<file path="src/hw/rtl/sgbm_div.sv">
// Restoring divider for one signed 64-bit sum by an unsigned 32-bit count, one bit per cycle.
// Gives the quotient truncated toward zero, saturated to 32 bits. Depends on nothing.
`timescale 1ns / 1ps
module sgbm_div (
    input  logic               clk,
    input  logic               rst_n,
    input  logic               start,
    input  logic signed [63:0] dividend,
    input  logic [31:0]        divisor,
    output logic               done,
    output logic [31:0]        quotient
);

    logic [63:0] q_reg, q_next;
    logic [32:0] r_reg, r_next;
    logic [31:0] d_reg, d_next;
    logic        neg_reg, neg_next;
    logic [6:0]  cnt_reg, cnt_next;
    logic        busy_reg, busy_next;
    logic        done_reg;
    logic [32:0] trial;
    logic signed [64:0] sq;

    // One quotient bit each cycle.
    always_comb
    begin
        q_next = q_reg;
        r_next = r_reg;
        d_next = d_reg;
        neg_next = neg_reg;
        cnt_next = cnt_reg;
        busy_next = busy_reg;
        trial = {r_reg[31:0], q_reg[63]} - {1'b0, d_reg};
        if (start)
        begin
            q_next = dividend[63] ? 64'(-dividend) : dividend;
            r_next = '0;
            d_next = divisor;
            neg_next = dividend[63];
            cnt_next = 7'd64;
            busy_next = 1'b1;
        end
        else if (busy_reg)
        begin
            if (!trial[32])
            begin
                r_next = trial;
                q_next = {q_reg[62:0], 1'b1};
            end
            else
            begin
                r_next = {r_reg[31:0], q_reg[63]};
                q_next = {q_reg[62:0], 1'b0};
            end
            cnt_next = cnt_reg - 7'd1;
            if (cnt_reg == 7'd1)
            begin
                busy_next = 1'b0;
            end
        end
    end

    // Done rises the cycle after the last quotient bit, once the quotient is complete.
    always_ff @(posedge clk or negedge rst_n)
    begin
        if (!rst_n)
        begin
            busy_reg <= 1'b0;
            cnt_reg <= '0;
            done_reg <= 1'b0;
        end
        else
        begin
            busy_reg <= busy_next;
            cnt_reg <= cnt_next;
            done_reg <= busy_reg && cnt_reg == 7'd1 && !start;
        end
    end

    always_ff @(posedge clk)
    begin
        q_reg <= q_next;
        r_reg <= r_next;
        d_reg <= d_next;
        neg_reg <= neg_next;
    end

    // Unsigned quotient fits 64 bits; apply sign and saturate.
    assign sq = neg_reg ? -$signed({1'b0, q_reg}) : $signed({1'b0, q_reg});
    assign quotient = (sq > 65'sd2147483647) ? 32'h7FFF_FFFF :
                      (sq < -65'sd2147483648) ? 32'h8000_0000 : sq[31:0];
    assign done = done_reg;

endmodule

</file>
<file path="config.mk">
export PLATFORM = sky130hd
export DESIGN_NAME = sgbm_div
export DESIGN_NICKNAME = d
export VERILOG_FILES = /design/src/hw/rtl/sgbm_div.sv
export SDC_FILE = /design/constraint.sdc
export NUM_CORES = 1
export LEC_CHECK = 0
export BUFFER_PORTS_ARGS = -buffer_cell sky130_fd_sc_hd__buf_2
export CAP_MARGIN = 10
export CORE_ASPECT_RATIO = 1.25
export CORE_UTILIZATION = 30
export DETAILED_ROUTE_END_ITERATION = 16
export GPL_TIMING_DRIVEN = 0
export SETUP_SLACK_MARGIN = 0.2
export SLEW_MARGIN = 20
export SYNTH_ARGS = -nofsm -noshare
export SYNTH_HDL_FRONTEND = slang
export SYNTH_SLANG_ARGS = --single-unit
</file>
<file path="constraint.sdc">
create_clock -name clk -period 7.05 [get_ports clk]
set_input_delay 1.41 -clock clk [delete_from_list [all_inputs] [get_ports clk]]
set_output_delay 1.41 -clock clk [all_outputs]
set_load 0.05 [all_outputs]
</file>
# [Word level (Yosys, flattened, before mapping)]
# Cells that the tools add are included.
[word_totals] ff_bits=138 input_bits=99 output_inout_bits=33 wordCells=31
[classes] add_sub_neg=4 order_cmp=2 eq_ne=1 n_mux=13 n_reduce_logical=4
[op_table] cell="2-to-1 mux 64 bit" n=3
[op_table] cell="2-to-1 mux 32 bit" n=3
[op_table] cell="greater-than comparator 65 x 32 -> 1 bit, second input constant" n=1
[op_table] cell="less-than comparator 65 x 32 -> 1 bit, second input constant" n=1
[op_table] cell="2-to-1 mux 65 bit" n=1
[op_table] cell="negator 64 -> 65 bit" n=1
[op_table] cell="negator 64 bit" n=1
[op_table] cell="subtractor 33 x 32 -> 33 bit" n=1
[op_table] cell="2-to-1 mux 7 bit" n=2
[op_table] cell="== test 7 x 1 -> 1 bit, second input constant" n=1
[op_table] cell="subtractor 7 x 1 -> 7 bit, second input constant" n=1
[op_table] cell="2-to-1 mux 1 bit" n=4
[op_table] cell="logical AND 1 bit" n=2
[op_table] cell="nonzero test 2 bit" n=1
[op_table] cell="logical NOT 1 bit" n=1

# [Depth between registers and ports, before layout]
[depth] depth_word=5 depth_mapped=15 depth_no_buf=13

# [Least setup slack after synthesis]
# OpenSTA, ideal clock, no wires.
[synth_path] path_kind="register -> output" startpoint="register q_reg[39]" endpoint="output quotient[10]" arrival_time_ps=4403 required_time_ps=5640 slack_ps=1237 path_stages_with_launch=14 path_buffers=3 cell_sequence="edfxtp_1 clkbuf_1 or4_1 clkbuf_1 nor4b_2 nand4_1 or2_2 o31ai_1 xor2_1 a2111oi_0 and4b_1 a21oi_1 clkbuf_1 o21ai_0"
[synth_via] elab_chain_cells=5 elab_cells_between_ends=6 cone_classes="1 x add/sub; 2 x order compare; 3 x mux"
[synth_rtl] item="start, declared" line_no="14" rtl="logic [63:0] q_reg, q_next;"
[synth_rtl] item="start signal, assigned" line_no="82" rtl="q_reg <= q_next;"
[synth_rtl] item="negator 64 -> 65 bit" line_no="89" rtl="assign sq = neg_reg ? -$signed({1'b0, q_reg}) : $signed({1'b0, q_reg});"
[synth_rtl] item="2-to-1 mux 65 bit *" line_no="89"
[synth_rtl] item="less-than comparator 65 x 32 -> 1 bit" line_no="91" rtl="(sq < -65'sd2147483648) ? 32'h8000_0000 : sq[31:0];"
[synth_rtl] item="2-to-1 mux 32 bit" line_no="91"
[synth_rtl] item="2-to-1 mux 32 bit *" line_no="90" rtl="assign quotient = (sq > 65'sd2147483647) ? 32'h7FFF_FFFF :"
[synth_rtl] item="end, declared" line_no="11" rtl="output logic [31:0] quotient"
# Every way passes the cells marked *; elsewhere a longest branch is shown, timed or not.

# [Final worst setup path]
[layout_path] startpoint="register q_reg[0]" endpoint="output quotient[3]"
# The elaborated chain is that of the path after synthesis.

==> impl_metrics.json <==
{
  "fill_count": 3659,
  "tightestPinTransition_ns": 1.022,
  "multi_input_logic_area_um2": 6336,
  "combinational_family_with_the_most_area_after_synthesis": "compound AO/OA/AOI/OAI gates",
  "timing.clock.skew_ns": 0.01073,
  "synth_simple_gate_area_frac": 0.1948,
  "synth.area.mux_share": 0.01562,
  "clk_root_buffer_cell": "clkbuf_16",
  "nNetsFinal": 1530,
  "switching_share": 0.3580,
  "fmaxAchievable_mhz": 149.3,
  "grt_first_pass_wirelength_mm": 51.03,
  "numPlacedInstances": 1841,
  "hold_path_startpoint": "r_reg[22]$_SDFFE_PP0P_",
  "pre_cts_ws_ns": 0.4873,
  "start_util": 0.3054,
  "wirelength_mm": 32.85,
  "residual_drc_count": 0,
  "internal-power_mw": 1.894,
  "post_drt_wl_per_cell_um": 17.52,
  "area_growth_pct": 18.10,
  "synth_compound_gate_area_share": 0.2204,
  "combPwrFrac": 0.309,
  "die_area_um2": 36000,
  "firstDrtPassIters": 5,
  "flip_flop_and_latch_count_after_synthesis": 138,
  "die_width_um": 169.9,
  "power.ir.vdd_worst_v": 0.00009786,
  "final_period_minus_worst_setup_slack_ns": 6.696,
  "layout-drive-gt1-share": 0.1372,
  "p_total_mw": 2.950,
  "async_s_r_ff_share_synth": 0.06522,
  "total_leakage_power_nw": 4.840,
  "antenna_cells_inserted": 0,
  "globalplace.congestion": 0.9154,
  "viasPerCell": 5.292,
  "r2r_start": "q_reg[63]$_DFFE_PP_",
  "initialDrtViolationCount": 712,
  "layout.cells.most_common": "nor2_1",
  "crit_arrival_ns": 5.29,
  "finalHoldViolations": 0,
  "yosys.area_share.adder": 0.04450,
  "top_level_ports": 132,
  "ys_dominant_reg_cell": "edfxtp_1",
  "criticalPathCategory": "reg2out",
  "core_area_um2": 34610,
  "critical-path-max-stage-delay_ns": 0.59,
  "route.antenna.remaining_nets": 0,
  "num_vias": 9922,
  "worst_ep_required_time_ns": 5.64,
  "max_transition_viols_final": 0,
  "worst_skew_pair.late_latency_ns": 0.44,
  "post_layout_nonfiller_instances": 1875,
  "hold_path.class": "reg2reg",
  "slowest_cell_on_the_critical_path": "or4_1",
  "drv_cap": 0,
  "unrepaired_setup_endpoints_after_global_routing": "false",
  "hpwl_mm": 24.87,
  "slew-limit-headroom": 0.3185,
  "cts.sink_count": 138,
  "p_switching_mw": 1.056,
  "syn_avg_cell_area_um2": 8.518,
  "finalSetupViolations": 0,
  "ctsHtreeMaxLevel": 4,
  "mostFrequentLayoutCells": "nor2_1, buf_2, xor2_1, a21oi_1, edfxtp_1",
  "timing.final.crit_share": 0.9499,
  "ctsLongestPathBuffers": 2,
  "cts_buffers": 17,
  "die_height_um": 211.9,
  "syn_area_um2": 10570,
  "post-route-util": 0.3607,
  "storage_element_area_um2": 3779,
  "seq_area_frac_synth": 0.3574,
  "crit_chain": "inv_1, ha_1, or3b_2, nor3_2, nand3_1, o41a_1, xnor2_1, nand4_1, or4_1, or4_1, o31ai_4, clkbuf_2, o21ai_0, buf_2",
  "flip_flop_count_of_the_largest_register_all_copies_and_words_added": 64,
  "critical_path.max_fanout": 10,
  "antenna_violations_before_repair": 2,
  "timing.critical_path.mode_cell": "or4_1",
  "grt_start_max_net_pins": 43,
  "synth_warnings": 0,
  "critical_path.endpoint_type": "primary output",
  "synth-edff-count": 97,
  "floorplan.rows": 76,
  "gate_count_of_the_mapped_netlist": 1241,
  "post_synth_num_cell_types": 72,
  "worst_setup_path_start_kind": "register",
  "setup_slack_ns": 0.3535,
  "power_frac_seq": 0.380,
  "synth-xor-area-share": 0.1201,
  "cts.clk_slew.worst_paths_ns": 0.06,
  "layout.cell_area.non_filler_um2": 12480,
  "gr-total-overflow": 0,
  "power_density_nw_per_um2": 236.3,
  "grt_util_all_layers": 0.1832,
  "grt_pass1_vias": 9621,
  "detailed_place.area_um2": 11840,
  "postSynthNetCount": 1377,
  "outcome": "finished, final reports clean",
  "crit_path_start": "q_reg[0]$_DFFE_PP_",
  "power_frac_clock": 0.311,
  "tritoncts": "yes",
  "port_buffers": 131,
  "holdWs_ns": 0.5026,
  "tns_ns": 0,
  "post_cts_hold_buffer_count": 0
}
==> path summary, 6_finish.rpt <==
kind / depth (start not counted) / end / slack (ns)
worst min register to register: 2 / r_reg[22]$_SDFFE_PP0P_ / 0.50
worst max register to register: 14 / r_reg[21]$_SDFFE_PP0P_ / 2.09
min in group asynchronous: 1 / busy_reg$_DFF_PN0_ / 0.82
max in group asynchronous: 1 / cnt_reg[3]$_DFFE_PN0P_ / 6.04
worst max-delay path: 14 / quotient[3] / 0.35
worst min-delay path: 2 / r_reg[22]$_SDFFE_PP0P_ / 0.50
==> synthesized netlist by cell type, types with 9 or more instances <==
library cell    n  area share
a21o_1         12      0.0085
nand2b_1       10      0.0059
or4_1          26       0.018
xnor2_1        29       0.024
mux2i_1        12       0.011
edfxtp_1       97        0.28
o21ai_0        96       0.045
or3_1          22       0.013
nor3_1         18      0.0085
nor2_1        149       0.053
o41ai_1        17       0.014
clkbuf_1       62       0.022
a21oi_1       107       0.051
nand2_1        73       0.026
nand4_1        15      0.0089
nand3_1        19      0.0090
inv_1          54       0.019
xor2_1        116       0.096
a211oi_1       26       0.018
o31ai_1        47       0.033
o21a_1         10      0.0071
dfrtp_1         9       0.021
buf_1           9      0.0032
ha_1           36       0.043
dfxtp_1        32       0.061
nor4_1         20       0.012
==> per-layer routing <==
layer	GRT usage	routed length, µm
met1	0.2111	13480
met4	0.09071	1371
met2	0.3272	16670
met3	0.02804	1306
met5	0	22
==> worst max-delay path, delay by kind of cell, from the launching register on <==
family                     cells  cell delay, ns
and+or+nand+nor                6            2.33
buffers and inverters          3            0.66
adders and majority gates      1            0.20
DFF                            1            0.45
AOI/OAI and AO/OA              3            1.02
xor gates and xnor gates       1            0.20
==> power groups by stage <==
stage	Clock, mW	Sequential, mW	Combinational, mW
2_1_floorplan	0	1.10	0.676
3_3_place_gp	0	1.13	0.893
3_5_place_dp	0	1.13	0.905
4_1_cts	0.932	1.12	0.910
5_1_grt	0.966	1.14	1.01
6_report	0.916	1.12	0.912
==> cells by family after synthesis <==
group / Yosys count
simple gates: 405
mux: 16
xor+xnor: 145
flops: 138
buf+inv: 131
fa+ha+maj: 37
compound gates: 369
==> repair_timing <==
item	4_1_cts	5_1_grt
setup endpoints to repair	31	31
buffers inserted	2	0
resized for setup	1	4
pin swaps	1	0
==> layout make-up <==
type | count | area share
buffer | 76 | 0.02335
clock buffer | 25 | 0.04149
clock inverter | 7 | 0.006214
inverter | 55 | 0.01654
multi-input combinational | 972 | 0.5075
sequential | 138 | 0.3027
tap | 468 | 0.04690
timing repair buffer | 134 | 0.05532
(Power assumes the default switching activity.)
